File: config.mk
export PLATFORM = sky130hd
export DESIGN_NAME = stepper_trapezoid_pulse_generator_flat
export DESIGN_NICKNAME = d
export VERILOG_FILES = /design/src/rtl/core/stp_pkg.sv /design/src/rtl/core/stp_cmd_if.sv /design/src/rtl/core/stp_res_if.sv /design/src/rtl/core/stp_div.sv /design/src/rtl/core/stp_ctrl.sv /design/src/rtl/core/stp_dpath.sv /design/src/rtl/core/stepper_trapezoid_pulse_generator.sv /design/src/flat_wrapper.sv
export SDC_FILE = /design/constraint.sdc
export NUM_CORES = 2
export LEC_CHECK = 0
export BUFFER_PORTS_ARGS = -buffer_cell sky130_fd_sc_hd__buf_2
export CORE_UTILIZATION = 30
export DETAILED_ROUTE_END_ITERATION = 10
export PLACE_DENSITY = 0.46
export SLEW_MARGIN = 10
export SYNTH_ARGS = -nofsm -noshare
export SYNTH_HDL_FRONTEND = slang
export SYNTH_SLANG_ARGS = --single-unit
File: constraint.sdc
create_clock -name clk -period 7.9 [get_ports clk]
set_input_delay 1.58 -clock clk [delete_from_list [all_inputs] [get_ports clk]]
set_output_delay 1.58 -clock clk [all_outputs]
set_load 0.02 [all_outputs]
File: src/rtl/core/stp_pkg.sv
`timescale 1ns / 1ps
// shared types, codes and constants of the stepper ramp pulse generator
// no dependencies
package stp_pkg;

  localparam int START_SPEED    = 200;
  localparam int PULSE_PRESCALE = 8;
  localparam int RAMP_MIN_ACCEL = 1500;
  localparam int PRE_W          = (PULSE_PRESCALE > 1) ? $clog2(PULSE_PRESCALE) : 1;
  localparam int PERIOD_SHIFT   = 3;
  localparam int RELOAD_W       = 20;
  localparam int CFG_W          = 28;
  localparam int CFG_IDX_W      = 3;

  typedef enum logic [2:0] {
    OP_TICK    = 3'd0,
    OP_MOVE    = 3'd1,
    OP_RUN     = 3'd2,
    OP_STOP    = 3'd3,
    OP_RELEASE = 3'd4
  } opcode_t;

  typedef enum logic [2:0] {
    REG_CLOCK_HZ    = 3'd0,
    REG_MAX_SPEED   = 3'd1,
    REG_ACCEL_RATE  = 3'd2,
    REG_UP_MASK     = 3'd3,
    REG_BACK_MASK   = 3'd4,
    REG_DEFAULT_DIR = 3'd5
  } reg_idx_t;

  typedef enum logic [1:0] {
    DIV_RAMP   = 2'd0,
    DIV_AIR    = 2'd1,
    DIV_PERIOD = 2'd2
  } div_sel_t;

  typedef enum logic [3:0] {
    ST_IDLE, ST_DECODE, ST_RDIV0, ST_RDIV, ST_PULSE, ST_STEP,
    ST_MUL, ST_ADIV0, ST_ADIV, ST_PDIV0, ST_PDIV, ST_OUT
  } state_t;

  typedef struct packed {
    logic     latch;
    logic     exec_cmd;
    logic     ramp_upd;
    logic     pulse_upd;
    logic     step_upd;
    logic     mul;
    logic     air_upd;
    logic     period_upd;
    logic     div_start;
    div_sel_t div_sel;
  } cmd_t;

  typedef struct packed {
    logic [2:0] op;
    logic       ramp_running;
    logic       ramp_en;
    logic       blocked;
    logic       pulse_wrap;
    logic       step_load;
    logic       div_done;
  } sts_t;

endpackage

File: src/rtl/core/stp_cmd_if.sv
`timescale 1ns / 1ps
// command channel: opcode and move arguments
// no dependencies
interface stp_cmd_if;
  logic        valid;
  logic        ready;
  logic [2:0]  opcode;
  logic [31:0] step_count;
  logic        direction;
  logic [7:0]  limit_switches;

  modport source (output valid, opcode, step_count, direction, limit_switches, input ready);
  modport sink (input valid, opcode, step_count, direction, limit_switches, output ready);
endinterface

File: src/rtl/core/stp_res_if.sv
`timescale 1ns / 1ps
// result channel: pin levels and status after each command
// no dependencies
interface stp_res_if;
  logic        valid;
  logic        ready;
  logic        pulse_out;
  logic        dir_out;
  logic        enable_n;
  logic        busy_res;
  logic [15:0] current_speed;
  logic [31:0] steps_done;

  modport source (output valid, pulse_out, dir_out, enable_n, busy_res, current_speed,
                  steps_done, input ready);
  modport sink (input valid, pulse_out, dir_out, enable_n, busy_res, current_speed,
                steps_done, output ready);
endinterface

File: src/rtl/core/stp_div.sv
`timescale 1ns / 1ps
// shared 32-bit restoring divider, one quotient bit per cycle
// no dependencies
module stp_div (
  input  logic        clk,
  input  logic        rst,
  input  logic        start,
  input  logic [31:0] dividend,
  input  logic [31:0] divisor,
  output logic        done,
  output logic [31:0] quotient
);
  logic [31:0] rem;
  logic [31:0] quo;
  logic [31:0] dsr;
  logic [5:0]  cnt;
  logic        busy;
  logic [32:0] trial;
  logic [32:0] diff;

  assign trial    = {rem, quo[31]};
  assign diff     = trial - {1'b0, dsr};
  assign quotient = quo;

  // control
  always_ff @(posedge clk) begin
    if (rst) begin
      busy <= 1'b0;
      done <= 1'b0;
      cnt  <= '0;
    end else begin
      done <= 1'b0;
      if (start) begin
        busy <= 1'b1;
        cnt  <= 6'd32;
      end else if (busy) begin
        cnt <= cnt - 6'd1;
        if (cnt == 6'd1) begin
          busy <= 1'b0;
          done <= 1'b1;
        end
      end
    end
  end

  // shift and subtract
  always_ff @(posedge clk) begin
    if (start) begin
      rem <= '0;
      quo <= dividend;
      dsr <= divisor;
    end else if (busy) begin
      if (!diff[32]) begin
        rem <= diff[31:0];
        quo <= {quo[30:0], 1'b1};
      end else begin
        rem <= trial[31:0];
        quo <= {quo[30:0], 1'b0};
      end
    end
  end
endmodule

File: src/rtl/core/stp_ctrl.sv
`timescale 1ns / 1ps
// sequencer: walks one command through ramp, pulse, step, multiply and divide phases
// depends on stp_pkg
module stp_ctrl
  import stp_pkg::*;
(
  input  logic clk,
  input  logic rst,
  input  logic in_valid,
  output logic in_ready,
  output logic out_valid,
  input  logic out_ready,
  input  sts_t sts,
  output cmd_t cmd
);
  state_t state;
  state_t state_next;

  // state register
  always_ff @(posedge clk) begin
    if (rst) begin
      state <= ST_IDLE;
    end else begin
      state <= state_next;
    end
  end

  // next state and commands
  always_comb begin
    state_next  = state;
    cmd         = '0;
    cmd.div_sel = DIV_PERIOD;
    in_ready    = 1'b0;
    out_valid   = 1'b0;
    case (state)
      ST_IDLE: begin
        in_ready  = 1'b1;
        cmd.latch = in_valid;
        if (in_valid) state_next = ST_DECODE;
      end
      ST_DECODE: begin
        cmd.exec_cmd = 1'b1;
        if (sts.op == OP_TICK) begin
          state_next = sts.ramp_running ? ST_RDIV0 : ST_PULSE;
        end else if (sts.op == OP_MOVE || sts.op == OP_RUN) begin
          if (sts.blocked) state_next = ST_OUT;
          else if (sts.ramp_en && sts.op == OP_MOVE) state_next = ST_MUL;
          else state_next = ST_PDIV0;
        end else begin
          state_next = ST_OUT;
        end
      end
      ST_RDIV0: begin
        cmd.div_start = 1'b1;
        cmd.div_sel   = DIV_RAMP;
        state_next    = ST_RDIV;
      end
      ST_RDIV: begin
        if (sts.div_done) begin
          cmd.ramp_upd = 1'b1;
          state_next   = ST_PULSE;
        end
      end
      ST_PULSE: begin
        cmd.pulse_upd = 1'b1;
        state_next    = sts.pulse_wrap ? ST_STEP : ST_OUT;
      end
      ST_STEP: begin
        cmd.step_upd = 1'b1;
        state_next   = sts.step_load ? ST_PDIV0 : ST_OUT;
      end
      ST_MUL: begin
        cmd.mul    = 1'b1;
        state_next = ST_ADIV0;
      end
      ST_ADIV0: begin
        cmd.div_start = 1'b1;
        cmd.div_sel   = DIV_AIR;
        state_next    = ST_ADIV;
      end
      ST_ADIV: begin
        if (sts.div_done) begin
          cmd.air_upd = 1'b1;
          state_next  = ST_PDIV0;
        end
      end
      ST_PDIV0: begin
        cmd.div_start = 1'b1;
        cmd.div_sel   = DIV_PERIOD;
        state_next    = ST_PDIV;
      end
      ST_PDIV: begin
        if (sts.div_done) begin
          cmd.period_upd = 1'b1;
          state_next     = ST_OUT;
        end
      end
      ST_OUT: begin
        out_valid = 1'b1;
        if (out_ready) state_next = ST_IDLE;
      end
      default: state_next = ST_IDLE;
    endcase
  end
endmodule

File: src/rtl/core/stp_dpath.sv
`timescale 1ns / 1ps
// datapath: configuration, motion state, timers and the shared divider
// depends on stp_pkg and stp_div
module stp_dpath
  import stp_pkg::*;
(
  input  logic                 clk,
  input  logic                 rst,
  input  logic                 cfg_we,
  input  logic [CFG_IDX_W-1:0] cfg_index,
  input  logic [CFG_W-1:0]     cfg_data,
  input  logic [2:0]           opcode,
  input  logic [31:0]          step_count,
  input  logic                 direction,
  input  logic [7:0]           limit_switches,
  input  cmd_t                 cmd,
  output sts_t                 sts,
  output logic                 pulse_out,
  output logic                 dir_out,
  output logic                 enable_n,
  output logic                 busy_res,
  output logic [15:0]          current_speed,
  output logic [31:0]          steps_done
);
  localparam logic [15:0]      START_V  = 16'(START_SPEED);
  localparam logic [PRE_W-1:0] PRE_LAST = PRE_W'(PULSE_PRESCALE - 1);

  // configuration
  logic [27:0] clock_hz;
  logic [15:0] max_speed;
  logic [26:0] accel_rate;
  logic [7:0]  up_mask;
  logic [7:0]  back_mask;
  logic        default_dir;

  // latched command
  logic [2:0]  op;
  logic [31:0] steps;
  logic        dir;
  logic [7:0]  limits;

  // motion state
  logic [31:0]         step_counter;
  logic [31:0]         target_steps;
  logic [31:0]         decel_steps;
  logic [15:0]         ramp_speed;
  logic [31:0]         ramp_pre_cnt;
  logic                ramp_running;
  logic [RELOAD_W-1:0] pulse_count;
  logic [RELOAD_W-1:0] pulse_reload;
  logic [PRE_W-1:0]    pulse_pre;
  logic                pulse_running;
  logic                full_speed;
  logic                decelerating;
  logic                continuous;
  logic                busy_flag;
  logic                dir_pin;
  logic                enable_pin;
  logic [15:0]         loaded_speed;
  logic [15:0]         load_spd;
  logic [31:0]         product;

  // divider
  logic        div_done;
  logic [31:0] div_q;
  logic [31:0] div_a;
  logic [31:0] div_b;

  logic        ramp_en;
  logic        blocked;
  logic [31:0] rdiv;
  logic [31:0] rpc_inc;
  logic [31:0] sc1;
  logic [15:0] mirror;
  logic [15:0] mirror_cl;
  logic        step_go;
  logic        step_cruise;
  logic        step_load;
  logic [15:0] step_spd;
  logic [31:0] air;
  logic [31:0] half;

  assign ramp_en = accel_rate >= 27'(RAMP_MIN_ACCEL);
  assign blocked = (dir == 1'b0) ? ((limits & up_mask) != 8'd0)
                                 : ((limits & back_mask) != 8'd0);

  // divider operand select
  always_comb begin
    case (cmd.div_sel)
      DIV_RAMP: begin
        div_a = {4'd0, clock_hz};
        div_b = {5'd0, accel_rate};
      end
      DIV_AIR: begin
        div_a = product;
        div_b = {5'd0, accel_rate};
      end
      default: begin
        div_a = {4'd0, clock_hz};
        div_b = (load_spd == 16'd0) ? 32'd1 : {16'd0, load_spd};
      end
    endcase
  end

  stp_div u_div (
    .clk      (clk),
    .rst      (rst),
    .start    (cmd.div_start),
    .dividend (div_a),
    .divisor  (div_b),
    .done     (div_done),
    .quotient (div_q)
  );

  // ramp tick arithmetic
  assign rdiv    = (accel_rate == 27'd0 || div_q == 32'd0) ? 32'd1 : div_q;
  assign rpc_inc = ramp_pre_cnt + 32'd1;

  // step decision
  assign sc1         = step_counter + 32'd1;
  assign mirror      = max_speed - ramp_speed;
  assign mirror_cl   = (mirror < START_V) ? START_V : mirror;
  assign step_go     = (sc1 < target_steps) || continuous;
  assign step_cruise = ((target_steps - sc1) > decel_steps) || continuous;
  always_comb begin
    step_load = 1'b0;
    step_spd  = ramp_speed;
    if (step_go && ramp_en) begin
      if (step_cruise) begin
        if (!full_speed) begin
          step_load = 1'b1;
          step_spd  = (ramp_speed == max_speed) ? max_speed : ramp_speed;
        end
      end else if (decelerating) begin
        step_load = 1'b1;
        step_spd  = mirror_cl;
      end
    end
  end

  // deceleration distance
  assign air  = {1'b0, div_q[31:1]};
  assign half = {1'b0, target_steps[31:1]};

  // status back to the sequencer
  always_comb begin
    sts.op           = op;
    sts.ramp_running = ramp_running;
    sts.ramp_en      = ramp_en;
    sts.blocked      = blocked;
    sts.pulse_wrap   = pulse_running && (pulse_pre >= PRE_LAST) &&
                       (pulse_count >= pulse_reload);
    sts.step_load    = step_load;
    sts.div_done     = div_done;
  end

  // command latch and multiplier stage
  always_ff @(posedge clk) begin
    if (cmd.latch) begin
      op     <= opcode;
      steps  <= step_count;
      dir    <= direction;
      limits <= limit_switches;
    end
    if (cmd.mul) begin
      product <= 32'(max_speed - START_V) * 32'(max_speed);
    end
  end

  // configuration registers
  always_ff @(posedge clk) begin
    if (rst) begin
      clock_hz    <= 28'd72000000;
      max_speed   <= 16'd20000;
      accel_rate  <= 27'd200000;
      up_mask     <= 8'd4;
      back_mask   <= 8'd8;
      default_dir <= 1'b0;
    end else if (cfg_we) begin
      case (cfg_index)
        REG_CLOCK_HZ:    clock_hz    <= cfg_data;
        REG_MAX_SPEED:   max_speed   <= (cfg_data[15:0] < START_V) ? START_V : cfg_data[15:0];
        REG_ACCEL_RATE:  accel_rate  <= cfg_data[26:0];
        REG_UP_MASK:     up_mask     <= cfg_data[7:0];
        REG_BACK_MASK:   back_mask   <= cfg_data[7:0];
        REG_DEFAULT_DIR: default_dir <= cfg_data[0];
        default: ;
      endcase
    end
  end

  // motion state
  always_ff @(posedge clk) begin
    if (rst) begin
      step_counter  <= '0;
      target_steps  <= 32'd10000;
      decel_steps   <= '0;
      ramp_speed    <= '0;
      ramp_pre_cnt  <= '0;
      ramp_running  <= 1'b0;
      pulse_count   <= '0;
      pulse_reload  <= RELOAD_W'(36000);
      pulse_pre     <= '0;
      pulse_running <= 1'b0;
      full_speed    <= 1'b0;
      decelerating  <= 1'b0;
      continuous    <= 1'b0;
      busy_flag     <= 1'b0;
      dir_pin       <= 1'b0;
      enable_pin    <= 1'b0;
      loaded_speed  <= '0;
      load_spd      <= '0;
    end else begin
      // non-tick commands
      if (cmd.exec_cmd) begin
        case (op)
          OP_MOVE, OP_RUN: begin
            ramp_running  <= 1'b0;
            pulse_running <= 1'b0;
            if (!blocked) begin
              enable_pin    <= 1'b0;
              dir_pin       <= (dir == default_dir);
              decelerating  <= 1'b0;
              step_counter  <= '0;
              busy_flag     <= 1'b1;
              continuous    <= (op == OP_RUN);
              if (op == OP_MOVE) target_steps <= steps;
              ramp_pre_cnt  <= '0;
              pulse_pre     <= '0;
              pulse_count   <= '0;
              pulse_running <= 1'b1;
              if (ramp_en) begin
                full_speed   <= 1'b0;
                ramp_speed   <= START_V;
                load_spd     <= START_V;
                ramp_running <= 1'b1;
              end else begin
                full_speed <= 1'b1;
                ramp_speed <= max_speed;
                load_spd   <= max_speed;
              end
            end
          end
          OP_STOP: begin
            ramp_running  <= 1'b0;
            pulse_running <= 1'b0;
            full_speed    <= 1'b0;
            decelerating  <= 1'b0;
            busy_flag     <= 1'b0;
          end
          OP_RELEASE: enable_pin <= 1'b1;
          default: ;
        endcase
      end

      // ramp timer tick
      if (cmd.ramp_upd) begin
        if (rpc_inc >= rdiv) begin
          ramp_pre_cnt <= '0;
          if (ramp_speed >= max_speed) begin
            ramp_speed   <= max_speed;
            ramp_running <= 1'b0;
          end else begin
            ramp_speed <= ramp_speed + 16'd1;
          end
        end else begin
          ramp_pre_cnt <= rpc_inc;
        end
      end

      // pulse timer tick
      if (cmd.pulse_upd && pulse_running) begin
        if (pulse_pre >= PRE_LAST) begin
          pulse_pre <= '0;
          if (pulse_count >= pulse_reload) pulse_count <= '0;
          else pulse_count <= pulse_count + RELOAD_W'(1);
        end else begin
          pulse_pre <= pulse_pre + PRE_W'(1);
        end
      end

      // one step issued
      if (cmd.step_upd) begin
        step_counter <= sc1;
        if (step_go) begin
          if (ramp_en) begin
            if (step_cruise) begin
              if (!full_speed && ramp_speed == max_speed) full_speed <= 1'b1;
            end else if (!decelerating) begin
              ramp_speed   <= mirror;
              ramp_running <= 1'b1;
              decelerating <= 1'b1;
            end
          end
        end else begin
          ramp_running  <= 1'b0;
          pulse_running <= 1'b0;
          full_speed    <= 1'b0;
          decelerating  <= 1'b0;
          busy_flag     <= 1'b0;
        end
        if (step_load) load_spd <= step_spd;
      end

      if (cmd.air_upd) begin
        decel_steps <= (half > air) ? air : half;
      end

      // period reload from the divider
      if (cmd.period_upd) begin
        pulse_reload <= div_q[RELOAD_W+PERIOD_SHIFT-1:PERIOD_SHIFT];
        loaded_speed <= load_spd;
      end
    end
  end

  // result fields
  assign pulse_out     = pulse_running && (pulse_count >= (pulse_reload >> 1));
  assign dir_out       = dir_pin;
  assign enable_n      = enable_pin;
  assign busy_res      = busy_flag;
  assign current_speed = pulse_running ? loaded_speed : 16'd0;
  assign steps_done    = step_counter;
endmodule

File: src/rtl/core/stepper_trapezoid_pulse_generator.sv
`timescale 1ns / 1ps
// top level of the stepper pulse generator with trapezoidal ramp
// depends on stp_pkg, stp_cmd_if, stp_res_if, stp_ctrl, stp_dpath
//
//   channel  dir  handshake      payload
//   cmd      in   valid/ready    opcode, step_count, direction, limit_switches
//   res      out  valid/ready    pulse_out, dir_out, enable_n, busy_res, ...
//   cfg      in   cfg_we only    cfg_index, cfg_data
//
// one command at a time: stop, release or a blocked start go from decode straight
// to the result; a tick that runs the ramp and period divisions waits on the
// shared divider for each of them.
// rst is synchronous and restores the register defaults.
// res holds steady while res.ready is low; cmd.ready stays low meanwhile.
module stepper_trapezoid_pulse_generator
  import stp_pkg::*;
(
  input  logic                 clk,
  input  logic                 rst,
  stp_cmd_if.sink              cmd,
  stp_res_if.source            res,
  input  logic                 cfg_we,
  input  logic [CFG_IDX_W-1:0] cfg_index,
  input  logic [CFG_W-1:0]     cfg_data
);
  cmd_t ctl_cmd;
  sts_t dp_sts;

  stp_ctrl u_ctrl (
    .clk       (clk),
    .rst       (rst),
    .in_valid  (cmd.valid),
    .in_ready  (cmd.ready),
    .out_valid (res.valid),
    .out_ready (res.ready),
    .sts       (dp_sts),
    .cmd       (ctl_cmd)
  );

  stp_dpath u_dpath (
    .clk            (clk),
    .rst            (rst),
    .cfg_we         (cfg_we),
    .cfg_index      (cfg_index),
    .cfg_data       (cfg_data),
    .opcode         (cmd.opcode),
    .step_count     (cmd.step_count),
    .direction      (cmd.direction),
    .limit_switches (cmd.limit_switches),
    .cmd            (ctl_cmd),
    .sts            (dp_sts),
    .pulse_out      (res.pulse_out),
    .dir_out        (res.dir_out),
    .enable_n       (res.enable_n),
    .busy_res       (res.busy_res),
    .current_speed  (res.current_speed),
    .steps_done     (res.steps_done)
  );
endmodule

File: src/flat_wrapper.sv
// flat-port wrapper written by rule: the top's interface ports become plain ports
module stepper_trapezoid_pulse_generator_flat import stp_pkg::*;
  (clk, rst, cfg_we, cfg_index, cfg_data, cmd_valid, cmd_opcode, cmd_step_count, cmd_direction, cmd_limit_switches, cmd_ready, res_valid, res_pulse_out, res_dir_out, res_enable_n, res_busy_res, res_current_speed, res_steps_done, res_ready);
  stp_cmd_if cmd_i ();
  stp_res_if res_i ();
  input  logic clk;
  input  logic rst;
  input  logic cfg_we;
  input  logic [CFG_IDX_W-1:0] cfg_index;
  input  logic [CFG_W-1:0] cfg_data;
  input wire logic [$bits(cmd_i.valid)-1:0] cmd_valid;
  input wire logic [$bits(cmd_i.opcode)-1:0] cmd_opcode;
  input wire logic [$bits(cmd_i.step_count)-1:0] cmd_step_count;
  input wire logic [$bits(cmd_i.direction)-1:0] cmd_direction;
  input wire logic [$bits(cmd_i.limit_switches)-1:0] cmd_limit_switches;
  output wire logic [$bits(cmd_i.ready)-1:0] cmd_ready;
  output wire logic [$bits(res_i.valid)-1:0] res_valid;
  output wire logic [$bits(res_i.pulse_out)-1:0] res_pulse_out;
  output wire logic [$bits(res_i.dir_out)-1:0] res_dir_out;
  output wire logic [$bits(res_i.enable_n)-1:0] res_enable_n;
  output wire logic [$bits(res_i.busy_res)-1:0] res_busy_res;
  output wire logic [$bits(res_i.current_speed)-1:0] res_current_speed;
  output wire logic [$bits(res_i.steps_done)-1:0] res_steps_done;
  input wire logic [$bits(res_i.ready)-1:0] res_ready;
  assign cmd_i.valid = cmd_valid;
  assign cmd_i.opcode = cmd_opcode;
  assign cmd_i.step_count = cmd_step_count;
  assign cmd_i.direction = cmd_direction;
  assign cmd_i.limit_switches = cmd_limit_switches;
  assign cmd_ready = cmd_i.ready;
  assign res_valid = res_i.valid;
  assign res_pulse_out = res_i.pulse_out;
  assign res_dir_out = res_i.dir_out;
  assign res_enable_n = res_i.enable_n;
  assign res_busy_res = res_i.busy_res;
  assign res_current_speed = res_i.current_speed;
  assign res_steps_done = res_i.steps_done;
  assign res_i.ready = res_ready;
  stepper_trapezoid_pulse_generator u_core (.clk(clk), .rst(rst), .cmd(cmd_i), .res(res_i), .cfg_we(cfg_we), .cfg_index(cfg_index), .cfg_data(cfg_data));
endmodule
==> run summary <==
The part of the cycle the worst path needs is 95.8%. The area growth from synthesis to layout is 13.1%. TritonCTS built the clock tree. The final global-route overflow total is 0. The average footprint of a synthesized cell came out at 8.56 sq um. After detailed routing, the number of vias per cell comes to 4.96. The number of vias in the routed layout came out at 32100. The post-synthesis register bit count is 492. The total of buffers placed on input and output ports came out at 133.

By startpoint and endpoint, the worst setup path is classified as flop to flop. 134 I/O pins were placed. The hold path endpoint is u_core.u_dpath.loaded_speed[4]. On the critical path, the stage with the largest delay is an instance of fa_1. The number of detailed-route iterations in the first pass is 7. The minimum setup slack after placement came out at 0.0246 ns. The standard cell core area came out at 129000 sq um. STA classifies the critical path endpoint as a flop. The number of hold violations in the final report is 0. 0 antenna diodes ended up in the layout. TritonCTS created 61 clock buffers. The slew at the pin with the worst max-slew slack came out at 1.12 ns.

The clock net in this run drives a total of 492 sinks. Across all setup checks in the final design, the least slack found is 0.330 ns. The most critical setup path has its startpoint at u_core.u_dpath.max_speed[4]. The post-CTS setup-driven buffer insertion count is 0. After clock tree synthesis, the clock-pin slew on the worst setup and hold paths is 0.06 ns. The commonest register cell after synthesis is dfxtp_1. The net total in the final layout is 5334. The number of design-rule violations left by the first detailed-router iteration came out at 2109.

The min-delay analysis places its worst path in the category flop to flop. The floorplan step defined a die boundary enclosing 132000 sq um. The worst hold path begins at u_core.u_dpath.loaded_speed[4]. For this run, the slowest stage of the critical path takes 0.54 ns. The launching element type of the critical path is a flop. The worst slew slack as a fraction of its limit came out at 25.1%. The tool flagged a number of max-cap violations equal to 0. The final antenna-violating net count is 0. The share of synthesized flip-flops with an asynchronous set or reset is 0%.

The worst register-to-register path ends at u_core.u_dpath.product[30]. The hold buffer count at cts came out at 0. The post-placement cell area is 42100 sq um.

At the end of routability-driven placement, the weighted congestion stood at 0.859. The worst register-to-register path begins at u_core.u_dpath.max_speed[4]. The smallest clock period supported by the final layout is computed as 7.57 ns. Counting stages on the worst path, the most repeated cell is fa_1. Of the synthesized area, sequential elements account for 28.6%. The number of global-route vias before repair is 31600. The final-report max-slew violation count was 0. The cell count after synthesis came out at 4581. Power comes to 11400 uW.

The finished cells cover 44300 sq um. In the final timing run, aggregate negative setup slack is 0 ns. For flop-to-flop paths, the worst setup slack is 0.33 ns. The clock reaches the later pin of the worst-skew pair after 0.70 ns. The floorplan row count is 132.

The leakage power total is 0.0188 uW. The clock skew is 0.0523 ns. The number of endpoints failing setup at the final stage came out at 0.

The maximum fanout encountered on the critical timing path came out at 8. The number of antenna violations at the first check in global routing came out at 3. The detailed placer's ending HPWL is 98200 microns.

The data required time at the worst endpoint came out at 8.42 ns. In this run the deepest clock path goes through 3 buffers. For the worst setup path, the data arrival time is 8.09 ns.

The share of cells above drive strength 1 came out at 8.44%. Setup repair after global routing could not meet its margin everywhere. The overall fraction of global-route tracks in use came out at 19.2%. From bottom edge to top edge, the die measures 363 microns.

Measured in cells, the most critical reg-to-reg path has a length of 28. The first-pass GRT wire length is 195000 microns. The maximum vdd ir drop came out at 202 uV.

The CTS H-tree depth came out at 2. The total wirelength of the detailed-routed design is 128000 microns. The number of synthesis warnings is 0. The cell depth of the worst hold path came out at 2.

The final standard cell utilization of the core came out at 34.2%. The cell area that synthesis handed to floorplanning was 39200 sq um. The run finished with clean final reports. Clock tree synthesis selected as its root buffer the cell clkbuf_16. The initial cell density of the core came out at 30.3%.

The maximum number of pins on one net before global-route repair is 178. Static timing analysis puts the maximum clock frequency at 0.132 GHz. The power density over the cells came out at 257 nW/um^2.

The die span in x came out at 363 microns. In this run, synthesis inferred 134 flip-flops with an integrated enable. The post-route DRC violation count came out at 0. The number of library cell types mapped by synthesis is 89. The average routed wire per standard cell is 19.8 microns.
[Yosys cell counts, types with 28 or more instances]
cell | n | area, sq um
a221oi_1 | 28 | 245
a31oi_1 | 43 | 269
nand2b_1 | 158 | 988
o21ai_0 | 158 | 791
dfxtp_1 | 358 | 7170
nor2_1 | 303 | 1140
ha_1 | 310 | 3880
clkbuf_1 | 192 | 721
a22oi_1 | 35 | 263
xnor2_1 | 112 | 981
a211oi_1 | 74 | 556
fa_1 | 269 | 5390
nand4_1 | 39 | 244
a21o_1 | 79 | 593
mux2i_1 | 82 | 821
nor2b_1 | 76 | 475
o21a_1 | 45 | 338
nand2_1 | 563 | 2110
and3_1 | 50 | 313
nor4_1 | 41 | 257
nand3_1 | 108 | 541
inv_1 | 540 | 2030
a21oi_1 | 318 | 1590
edfxtp_1 | 134 | 4020
and2_1 | 65 | 407
xor2_1 | 57 | 499
nor3_1 | 74 | 370
[state kept, by name, summed over array words and instances, names as in the netlist, 16 cells and up]
name                           flops
u_core.u_dpath.pulse_count        20
u_core.u_dpath.max_speed          16
u_core.u_dpath.steps_done         32
u_core.u_dpath.product            31
u_core.u_dpath.u_div.dsr          27
u_core.u_dpath.u_div.quotient     32
u_core.u_dpath.loaded_speed       16
u_core.u_dpath.steps              32
u_core.u_dpath.accel_rate         27
u_core.u_dpath.pulse_reload       20
u_core.u_dpath.decel_steps        31
u_core.u_dpath.ramp_pre_cnt       32
u_core.u_dpath.clock_hz           28
u_core.u_dpath.target_steps       32
u_core.u_dpath.load_spd           16
u_core.u_dpath.u_div.rem          32
u_core.u_dpath.ramp_speed         16
[area by class of cell]
| cell class | instances | area [sq um] |
|---|---|---|
| timing repair buffer | 233 | 1490 |
| tap | 1742 | 2180 |
| inverter | 541 | 2030 |
| fill | 13700 | 85100 |
| clock inverter | 30 | 380 |
| sequential | 492 | 11200 |
| multi-input combinational | 3346 | 25300 |
| clock buffer | 86 | 1750 |
[where the power goes]
part	switching [uW]	internal, uW
logic	2880	1940
registers	455	3130
clock network	1240	1750
[kinds of logic (layout without fill, tap and decap cells)]
logic type | Yosys count | in the layout | synth area share [%]
AOI/OAI and AO/OA | 938 | 938 | 15.5
and+or+nand+nor | 1565 | 1565 | 19.1
DFF | 492 | 492 | 28.6
other | 2 | 13 | 0.0192
xor gates and xnor gates | 169 | 169 | 3.78
muxes | 82 | 82 | 2.09
buffers and inverters | 754 | 890 | 7.34
adders and majority gates | 579 | 579 | 23.6
[worst max-delay path by stage]
stage / endpoint / cells after the start
floorplan: u_core.u_dpath.product[30] / 27
global placement: u_core.u_dpath.product[30] / 25
detailed placement: u_core.u_dpath.product[30] / 25
CTS: u_core.u_dpath.product[30] / 25
global route: u_core.u_dpath.product[30] / 28
finish: u_core.u_dpath.product[30] / 28
[what timing repair did]
action,CTS,global route
pin swaps,0,2
cloned,0,0
setup endpoints to repair,1,3
resized for setup,1,14
[cells in the final DEF, fill, tap and decap left out, drive strengths merged, types with 11 or more instances in the layout]
cell,synthesis,routed
a221oi,30,30
conb,2,13
a21o,79,79
dfxtp,358,358
or3,25,25
o22ai,12,12
o21a,45,45
a211o,11,11
nor2,303,303
mux2i,82,82
nand2,564,564
o211ai,16,16
o21ai,159,159
inv,540,544
clkinv,1,16
or2,14,14
buf,21,233
nand4,39,39
xor2,57,57
a22oi,35,35
nand3b,13,13
nor4,41,41
a211oi,74,74
edfxtp,134,134
and2,65,65
xnor2,112,112
clkbuf,192,86
and3,50,50
fa,269,269
a21oi,319,319
nor2b,76,76
nand2b,159,159
ha,310,310
nand3,109,109
nor3,75,75
a31oi,43,43
[per-stage QoR]
stage / hold slack (ns) / instances
global placement: 0.442 / 6354
global route: 0.469 / 6470
CTS: 0.453 / 6470
finish: 0.450 / 6470
floorplan: 0.432 / 4592
detailed placement: 0.445 / 6354
[critical path, delay by kind of cell, from the launching register on]
| family | cells | cell delay, ns |
|---|---|---|
| flops | 1 | 0.33 |
| simple gates | 3 | 0.30 |
| buf+inv | 7 | 0.65 |
| compound gates | 9 | 2.34 |
| fa+ha+maj | 9 | 3.81 |
[metal layers]
metal	wire (microns)	up-vias	part of all wire [%]	global-route usage [%]
li1	-	15700	-	-
met1	59400	15500	46	26.0
met2	58300	646	45	31.1
met3	7310	152	5.7	3.63
met4	3200	0	2.5	5.14
met5	0	-	0	0
Power figures use the tool's default switching activity.
